===== src/rtl/core/sha_cell.sv =====
// ----------------------------------------------------------------------------
// sha_cell: one hole entry of the rotating hole table
// Each cycle the entry moves to the next cell; the head cell may rewrite it.
// ----------------------------------------------------------------------------
module sha_cell #(
   parameter int AW = 16
) (
   input  logic          clock,
   input  logic          reset,
   input  logic          clr,
   input  logic          in_valid,
   input  logic [AW-1:0] in_base,
   input  logic [AW:0]   in_limit,
   output logic          out_valid,
   output logic [AW-1:0] out_base,
   output logic [AW:0]   out_limit
);
   logic          valid_ff;
   logic [AW-1:0] base_ff;
   logic [AW:0]   limit_ff;

   always_ff @(posedge clock) begin
      if (reset || clr) begin
         valid_ff <= 1'b0;
         base_ff  <= '0;
         limit_ff <= '0;
      end else begin
         valid_ff <= in_valid;
         base_ff  <= in_base;
         limit_ff <= in_limit;
      end
   end

   assign out_valid = valid_ff;
   assign out_base  = base_ff;
   assign out_limit = limit_ff;
endmodule


===== config.mk =====
export PLATFORM = sky130hd
export DESIGN_NAME = sha_cell
export DESIGN_NICKNAME = d
export VERILOG_FILES = /design/src/rtl/core/sha_cell.sv
export SDC_FILE = /design/constraint.sdc
export NUM_CORES = 1
export LEC_CHECK = 0
export ABC_AREA = 1
export BUFFER_PORTS_ARGS = -buffer_cell sky130_fd_sc_hd__buf_2
export CAP_MARGIN = 20
export CORE_MARGIN = 10
export CORE_UTILIZATION = 42
export DETAILED_ROUTE_END_ITERATION = 16
export PLACE_DENSITY = 0.82
export SYNTH_ARGS = -nofsm -noshare
export SYNTH_HDL_FRONTEND = slang
export SYNTH_SLANG_ARGS = --single-unit

===== constraint.sdc =====
create_clock -name clock -period 0.89 [get_ports clock]
set_input_delay 0.089 -clock clock [delete_from_list [all_inputs] [get_ports clock]]
set_output_delay 0.089 -clock clock [all_outputs]
set_load 0.005 [all_outputs]

; Word level (Yosys, flattened, before mapping)
; Cells that the tools add are included.
[word_totals]
ff_bits = 34
in_bits = 37
word_cells = 4
[classes]
reduce_logical = 1
[ops]
columns = operator, n
row1 = 1-bit logical OR, 1

; Longest topological paths before layout
; Gate-level depths: netlist of run 1.
[logic_depth]
depth_word = 1
mapped_depth = 4
depth_no_buf = 3

; Least setup slack after synthesis of run 1
; No wires, ideal clock.
[synth_timing]
path_type = input-to-reg
start = input reset
end = register limit_ff[1], in the netlist out_limit[1]
setup_time_ns = 0.111
arrival_ns = 0.396
required_ns = 0.779
path_slack_ns = 0.383
path_stages = 4
path_cell_list = inv_1 > nand2_4 > buf_6 > nor2_1
[synth_via]
elab_chain_cells = 1
[synth_lines]
columns = element, line
row1 = "start, declared", 9  ; input logic reset,
row2 = 1-bit logical OR, 23  ; if (reset || clr) begin
row3 = "end signal, assigned", 30  ; limit_ff <= in_limit;
row4 = "end, declared", 20  ; logic [AW:0] limit_ff;
; No other way between the ends.
; A chain may end at the register's enable or synchronous reset.

; Worst setup path after layout of run 1
[layout_timing]
start = register base_ff[13], in the netlist out_base[13]
end = output out_base[13]
[layout_lines]
columns = element, line
row1 = "start, declared", 19  ; logic [AW-1:0] base_ff;
row2 = "start signal, assigned", 29  ; base_ff <= in_base;
row3 = "end, declared", 15  ; output logic [AW-1:0] out_base,
; No word-level cell between the ends.

==> run_results.csv, run 1 <==
group,metric,value,unit
status,status,"complete, no violations",
setup_path,crit_path_start_kind,"flop",
placed_design,gp_congestion,0.705,
setup_path,worst_setup_path_end_kind,"output pin",
sta,setup_viol,0,
finish,multi_input_area,144,sq um
setup_path,crit_type,"flop to output pin",
die,core-area,2230,sq um
logic_synthesis,yosysSeqAreaShare,0.685,
logic_synthesis,yosys.area_share.simple,0.145,
clocking,post-cts-setup-buffer-count,0,
global_route,grt_overflow_total,0,
clocking,clockBufferDepth,2,
placed_design,dp.cells,203,
logic_synthesis,synth_top_family_by_area,"buffers and inverters",
finish,final_cell_mix,"69 x buf_2, 36 x inv_1, 34 x dlygate4sd3_1, 32 x nor2_1, 30 x dfxtp_1",
die,start_util,0.445,
power,finalPower,2.68,mW
finish,regArea,686,sq um
die,die_h,68.6,um
logic_synthesis,muxShareOfSynthArea,0,
finish,nFillCells,153,
die,std_cell_rows,17,
power,irDropWorstVdd,0.00118,V
logic_synthesis,yosysUniqueCellTypes,6,
routing,drc,0,
setup_path,crit_chain,"buf_2",
setup_path,slowest_delay,0.33,ns
global_route,grt_pass1_wl,4.76,mm
logic_synthesis,synth_seq_cells,34,
finish,fin_nets,253,
routing,avgViaCountPerCell,3.91,
die,dieArea,4710,sq um
global_route,grt_pass1_vias,1028,
power,p_per_area,1540,nW/um^2
logic_synthesis,postSynthAreaPerCell,9.20,sq um
finish,num_antenna_cells,0,
routing,num_vias,953,
clocking,cts_tree,"built",
finish,fin_area,1740,sq um
sta,drv_slew,0,
finish,drive_above_1_share,0.380,
sta,finalCritPeriodShare,0.951,
sta,fin_ws,0.0439,ns
routing,drtPass1Iterations,4,
routing,drt_iter0_drc,24,
logic_synthesis,synth-xor-area-share,0,
logic_synthesis,syn_inst,108,
clocking,cts_buffers,5,
setup_path,critPathArrivalTime,0.76,ns
clocking,cts_max_level,2,
finish,finalNonFillerCells,244,
routing,final_antenna_net_count,0,
clocking,cts_sinks,34,
job,maxCapViolCount,0,
die,io_pins,71,
min_path,hp-class,"input port to flop",
sta,period_needed,0.846,ns
setup_path,crit_required,0.80,ns
logic_synthesis,synth_compound_area_frac,0,
global_route,grt_usage,0.138,
logic_synthesis,yosys_warnings,0,
setup_path,cp_top_family,"flip-flops",
logic_synthesis,synth-adder-area-share,0,
logic_synthesis,synth_nets,145,
global_route,grt_antenna_before_repair,0,
routing,wl,3.17,mm
routing,wl_per_cell,13.0,um
global_route,grt_max_degree,35,
placed_design,io_buffers,70,
clocking,cts.clk_slew.worst_paths,0.09,ns
setup_path,cp_slowest_cell,"dfxtp_2",
sta,worst_slew_pin_slew,0.353,ns
setup_path,path_max_fanout,1,
die,fp.dieW,68.6,um
logic_synthesis,syn-cell-area,993,sq um
placed_design,dp_slack,0.172,ns
power,p_leak,1.04,nW
finish,final_common_cell,"buf_2",
placed_design,post_dp_cell_area,1350,sq um
clocking,root_buffer,"clkbuf_4",
setup_path,critPathBufInv,1,
sta,fmax,1.18,GHz
placed_design,dp_hpwl,1.98,mm
finish,syn_to_final_growth,75.3,%
sta,slew_headroom,0.765,
sta,hold_viol,0,
per-stage QoR:
step | TNS (ns) | hold slack (ns) | utilization
after detailed placement | 0 | 0.309 | 0.602
after CTS | 0 | 0.000114 | 0.770
final | 0 | 0.274 | 0.780
after global routing | -0.000961 | 0.286 | 0.780
after global placement | 0 | 0.300 | 0.602
after floorplan | 0 | 0.201 | -
worst paths after layout:
check | to | slack, ns | cells after the start | start
setup / recovery | out_base[13] | 0.04 | 1 | out_base[13]
hold / removal | out_base[14] | 0.27 | 4 | clr
synthesized netlist by cell type:
library cell / n / share of area
dfxtp_1: 34 / 0.69
buf_6: 3 / 0.034
inv_1: 36 / 0.14
nor2_2: 2 / 0.013
nor2_1: 32 / 0.12
nand2_4: 1 / 0.011
what timing repair did:
| item | in CTS | in global routing |
|---|---|---|
| gates resized for setup | 0 | 5 |
| hold buffers | 33 | 1 |
| endpoints found under the hold margin | 33 | 1 |
| setup endpoints to repair | 0 | 4 |
area by class of cell:
| cell class | count | area share |
|---|---|---|
| multi-input cells | 35 | 0.0826 |
| repair buffers | 104 | 0.400 |
| flip-flops and latches | 34 | 0.394 |
| well taps | 28 | 0.0201 |
| clock buffers | 7 | 0.0259 |
| inverters | 36 | 0.0776 |
layer usage:
layer / routed length, um / GRT usage / up-vias / part of all wire
li1: - / - / 501 / -
met1: 999 / 0.113 / 403 / 0.31
met2: 1700 / 0.263 / 46 / 0.53
met3: 461 / 0.0853 / 3 / 0.15
met4: 14 / 0.0452 / 0 / 0.0044
met5: 0 / 0 / - / 0
power breakdown:
group          internal [mW]  total, mW  switching [mW]  leakage [nW]
clock network          0.298      0.725           0.427        0.0254
logic                  0.219      0.358           0.139         0.732
registers               1.58       1.60          0.0151         0.281
total                   2.10       2.68           0.581          1.04
sequential cells by signal, indices dropped and copies added, names as in the netlist:
name / flops
out_base: 16
out_limit: 17
out_valid: 1
kinds of logic after synthesis:
family | after synthesis
buffers and inverters | 39
and+or+nand+nor | 35
DFF | 34
Power figures use the tool's default switching activity.
==> run 2, diff against run 1 <==
--- a/config.mk
+++ b/config.mk
@@ -8,10 +8,12 @@
 export ABC_AREA = 1
 export BUFFER_PORTS_ARGS = -buffer_cell sky130_fd_sc_hd__buf_2
 export CAP_MARGIN = 20
+export CELL_PAD_IN_SITES_DETAIL_PLACEMENT = 1
+export CELL_PAD_IN_SITES_GLOBAL_PLACEMENT = 2
 export CORE_MARGIN = 10
-export CORE_UTILIZATION = 42
+export CORE_UTILIZATION = 22
 export DETAILED_ROUTE_END_ITERATION = 16
-export PLACE_DENSITY = 0.82
+export PLACE_DENSITY_LB_ADDON = 0.1
 export SYNTH_ARGS = -nofsm -noshare
 export SYNTH_HDL_FRONTEND = slang
 export SYNTH_SLANG_ARGS = --single-unit
==> run 2 against run 1 <==
  * Hold slack got worse by 0.25 ns
  * First-iteration DRC count fell by 21%
  * Sequential cell count did not move
  * Clock power rose by 50%
  * Wire length fell by 9.8%
  * Critical path depth did not move
  * Die area rose by 61%
  * Sequential share of layout area rose by 7.3 points
  * Fmax rose by 6.5%
  * Non-clock buffer count fell by 34
  * Count of clock-buffer cells in the layout fell by 1
  * Largest cell class is now flip-flops and latches
  * Largest power group unchanged
==> run_results.csv, run 2 (synthesis gave the netlist of run 1 again) <==
group,metric,value,unit
clocking,post-cts-setup-buffer-count,0,
routing,wl,2.86,mm
sta,drv_slew,0,
power,p_comb_frac,0.080,
clocking,cts_buffers,5,
placed_design,post_dp_cell_area,1380,sq um
setup_path,worst_setup_path_end_kind,"output pin",
setup_path,crit_path_start_kind,"flop",
sta,setup_tns,0,ns
power,power_frac_clock,0.373,
routing,num_vias,823,
routing,avgViaCountPerCell,3.53,
setup_path,cp_slowest_cell,"dfxtp_1",
die,start_util,0.228,
finish,fin_nets,219,
clocking,post_cts_hold_buffer_count,0,
setup_path,slowest_delay,0.32,ns
die,io_pins,71,
finish,drive_above_1_share,0.436,
clocking,cts_tree,"built",
setup_path,critPathBufInv,1,
finish,final_cell_mix,"70 x buf_2, 36 x inv_1, 34 x dfxtp_1, 32 x nor2_1, 6 x clkbuf_8",
power,p_per_area,2000,nW/um^2
sta,worst_slew_pin_slew,0.378,ns
status,status,"complete, no violations",
setup_path,crit_cells,1,
setup_path,crit_required,0.80,ns
global_route,grt_pass1_wl,4.56,mm
finish,fin_area,1460,sq um
routing,wl_per_cell,12.3,um
sta,fmax,1.26,GHz
routing,drt_iter0_drc,19,
min_path,min-delay-start,"in_valid",
min_path,min_path_cells,3,
power,irDropWorstVdd,0.000767,V
clocking,cts-resized-gates,0,
placed_design,io_buffers,70,
routing,drtPass1Iterations,3,
die,std_cell_rows,24,
sta,hold_viol,0,
routing,final_antenna_net_count,0,
global_route,grt_antenna_before_repair,0,
power,finalPower,2.92,mW
sta,setup_viol,0,
die,fp.dieW,87.2,um
setup_path,crit_chain,"buf_2",
clocking,root_buffer,"clkbuf_8",
job,maxCapViolCount,0,
placed_design,gp_congestion,0.626,
global_route,grt_max_degree,35,
clocking,cts_sinks,34,
setup_path,critPathArrivalTime,0.71,ns
power,p_sw_frac,0.212,
setup_path,path_max_fanout,1,
clocking,cts_max_level,2,
global_route,grt_usage,0.0792,
setup_path,cp_top_family,"flip-flops",
die,dieArea,7600,sq um
finish,syn_to_final_growth,46.7,%
global_route,grt_pass1_vias,962,
die,core-area,4350,sq um
finish,largest_reg_flops,17,
power,switchingPower,0.618,mW
sta,slew_headroom,0.748,
sta,finalCritPeriodShare,0.893,
power,p_seq_frac,0.548,
finish,num_antenna_cells,0,
clocking,clockBufferDepth,2,
routing,drc,0,
power,p_leak,0.911,nW
finish,nFillCells,547,
min_path,hp-class,"input port to flop",
sta,period_needed,0.795,ns
power,intPower,2.30,mW
clocking,cts.clk_slew.worst_paths,0.06,ns
sta,rsz0062_at_grt,"no",
setup_path,crit_path_start,"out_limit[14]",
global_route,grt_overflow_total,0,
finish,final_common_cell,"buf_2",
setup_path,crit_type,"flop to output pin",
die,die_h,87.2,um
placed_design,dp_hpwl,2.29,mm
-- run 2: changes by cell type in the layout (fill, tap and decap cells not counted), sizes merged --
cell         before  now
dlygate4sd3      34    0
clkbuf            7    6
-- run 2: routing by layer --
layer  vias up  track usage  part of all wire
li1        430            -                 -
met1       350       0.0728              0.34
met2        41        0.129              0.50
met3         2       0.0627              0.15
met4         0       0.0304            0.0066
met5         -            0                 0
-- run 2: cell type report --
type	instances	area, sq um	area share
Clock buffer	6	82.6	0.0567
Inverter	36	135	0.0927
Multi-Input combinational cell	35	144	0.0987
Sequential cell	34	681	0.467
Tap cell	52	65.1	0.0446
Timing Repair Buffer	70	350	0.240
-- run 2: path summary, 6_finish.rpt --
| path | endpoint |
|---|---|
| max | out_limit[14] |
| min | out_valid |
-- run 2: metrics by stage --
stage	util	setup slack [ns]	hold WS [ns]	instances
2_1_floorplan	-	0.383	0.201	108
3_3_place_gp	0.316	0.142	0.304	227
3_5_place_dp	0.316	0.108	0.310	227
4_1_cts	0.335	0.0681	0.00653	233
5_1_grt	0.335	0.0318	0.00828	233
6_report	0.335	0.0954	0.0213	233
-- run 2: power by group through the flow --
stage          registers, mW  clock network, mW  logic, mW
4_1_cts                 1.60               1.16      0.243
5_1_grt                 1.60               1.24      0.274
6_report                1.60               1.09      0.232
3_5_place_dp            1.63                  0      0.242
2_1_floorplan           1.64                  0     0.0872
3_3_place_gp            1.63                  0      0.236
==> run 3, diff against run 2 <==
--- a/config.mk
+++ b/config.mk
@@ -11,7 +11,7 @@
 export CELL_PAD_IN_SITES_DETAIL_PLACEMENT = 1
 export CELL_PAD_IN_SITES_GLOBAL_PLACEMENT = 2
 export CORE_MARGIN = 10
-export CORE_UTILIZATION = 22
+export CORE_UTILIZATION = 20
 export DETAILED_ROUTE_END_ITERATION = 16
 export PLACE_DENSITY_LB_ADDON = 0.1
 export SYNTH_ARGS = -nofsm -noshare
==> constraint.sdc (replaced) <==
create_clock -name clock -period 0.8 [get_ports clock]
set_input_delay 0.08 -clock clock [delete_from_list [all_inputs] [get_ports clock]]
set_output_delay 0.08 -clock clock [all_outputs]
set_load 0.005 [all_outputs]
==> run 3 against run 2 <==
  * Count of clock-buffer cells in the layout increased by 1
  * Combinational power grew 27%
  * Non-clock buffer count rose by 2
  * Utilization decreased by 0.082 points
  * Via count up 4.0%
  * Global-route usage down 0.79 points
  * Wire length fell by 0.59%
  * Hold slack lost 0.016 ns
  * Critical path depth unchanged
  * First-iteration DRC count is 16% lower
  * Final cell count grew 7.7%
  * Largest cell class unchanged
==> run_results.csv, run 3 (synthesis gave the netlist of run 1 again) <==
group,metric,value,unit
min_path,hp-class,"input port to flop",
global_route,grt_pass1_vias,940,
sta,slew_headroom,0.752,
setup_path,crit_path_start_kind,"flop",
routing,final_antenna_net_count,0,
routing,wl,2.85,mm
clocking,cts_max_level,2,
setup_path,crit_cells,1,
finish,fin_nets,221,
sta,rsz0062_at_grt,"yes",
finish,final_common_cell,"buf_2",
clocking,cts_tree,"built",
finish,num_antenna_cells,0,
setup_path,crit_path_start,"out_limit[15]",
sta,hold_viol,0,
global_route,grt_overflow_total,0,
placed_design,io_buffers,70,
placed_design,gp_congestion,0.604,
routing,wl_per_cell,11.3,um
routing,avgViaCountPerCell,3.41,
setup_path,crit_required,0.72,ns
placed_design,dp_hpwl,2.29,mm
setup_path,slowest_delay,0.32,ns
die,dieArea,8190,sq um
finish,fin_area,1590,sq um
status,status,"complete, no violations",
sta,fin_ws,0.0153,ns
setup_path,cp-endpoint,"out_limit[15]",
clocking,cts_buffers,5,
placed_design,dp_slack,0.0380,ns
finish,final_cell_mix,"57 x buf_2, 36 x inv_1, 32 x nor2_1, 21 x dfxtp_1",
power,p_per_area,2020,nW/um^2
clocking,cts.clk_slew.worst_paths,0.06,ns
setup_path,crit_chain,"buf_6",
finish,syn_to_final_growth,59.8,%
setup_path,critPathArrivalTime,0.70,ns
setup_path,worst_setup_path_end_kind,"output pin",
clocking,root_buffer,"clkbuf_8",
finish,fin_util,0.334,
routing,drtPass1Iterations,2,
global_route,grt_pass1_wl,4.56,mm
sta,worst_slew_pin_slew,0.372,ns
sta,fin_hold_ws,0.00547,ns
sta,setup_tns,0,ns
global_route,grt_usage,0.0713,
setup_path,cp_slowest_cell,"dfxtp_2",
finish,drive_above_1_share,0.495,
clocking,cts_sinks,34,
routing,drc,0,
global_route,grt_antenna_before_repair,0,
sta,finalCritPeriodShare,0.981,
die,fp.dieW,90.5,um
job,maxCapViolCount,0,
power,irDropWorstVdd,0.000822,V
die,io_pins,71,
sta,fmax,1.27,GHz
finish,largest_reg_flops,17,
setup_path,cp_top_family,"flip-flops",
sta,drv_slew,0,
clocking,clockBufferDepth,2,
placed_design,dp.cells,242,
setup_path,path_max_fanout,1,
finish,finalNonFillerCells,251,
die,start_util,0.209,
die,std_cell_rows,25,
setup_path,crit_type,"flop to output pin",
routing,drt_iter0_drc,16,
sta,setup_viol,0,
die,core-area,4750,sq um
global_route,grt_max_degree,35,
die,die_h,90.5,um
power,finalPower,3.21,mW
clocking,post-cts-setup-buffer-count,0,
setup_path,critPathBufInv,1,
placed_design,post_dp_cell_area,1390,sq um
routing,num_vias,856,
power,p_leak,0.932,nW
sta,period_needed,0.785,ns
[run 3: cell count changes in the layout (fill, tap and decap cells not counted)]
cell / previous run / this run
buf_2: 70 / 57
buf_6: 0 / 13
dfxtp_1: 34 / 21
dfxtp_2: 0 / 13
clkbuf_1: 0 / 2
dlygate4sd3_1: 0 / 2
clkbuf_8: 6 / 5
[run 3: repair_timing]
item / in CTS / in global routing
endpoints found under the hold margin: 1 / 1
pin swaps: 0 / 0
setup endpoints to repair: 5 / 28
gates resized for setup: 2 / 24
hold buffers: 1 / 1
[run 3: worst min-delay path by stage]
stage | start | to | slack, ns | cells past startpoint
final | in_base[2] | out_base[2] | 0.005 | 3
after global routing | in_base[15] | out_base[15] | 0.004 | 3
after detailed placement | in_base[13] | out_base[13] | 0.30 | 3
after floorplan | in_base[0] | out_base[0] | 0.19 | 2
after CTS | in_limit[7] | out_limit[7] | 0.0004 | 3
after global placement | in_limit[6] | out_limit[6] | 0.29 | 3
[run 3: per-layer routing]
metal | track usage | part of all wire | vias to the layer above
li1 | - | - | 435
met1 | 0.0665 | 0.39 | 371
met2 | 0.114 | 0.47 | 43
met3 | 0.0540 | 0.13 | 7
met4 | 0.0318 | 0.019 | 0
met5 | 0 | 0 | -
[run 3: power breakdown]
part | switching, mW | leakage (nW) | internal [mW]
sequential | 0.0209 | 0.284 | 1.77
clock | 0.535 | 0.0383 | 0.598
combinational | 0.126 | 0.609 | 0.168
total | 0.682 | 0.932 | 2.53
[run 3: layout make-up]
class	count	area (sq um)
multi-input combinational	35	144
tap	67	83.8
fill	589	3170
timing repair buffer	72	452
sequential	34	697
inverter	36	135
clock buffer	7	76.3
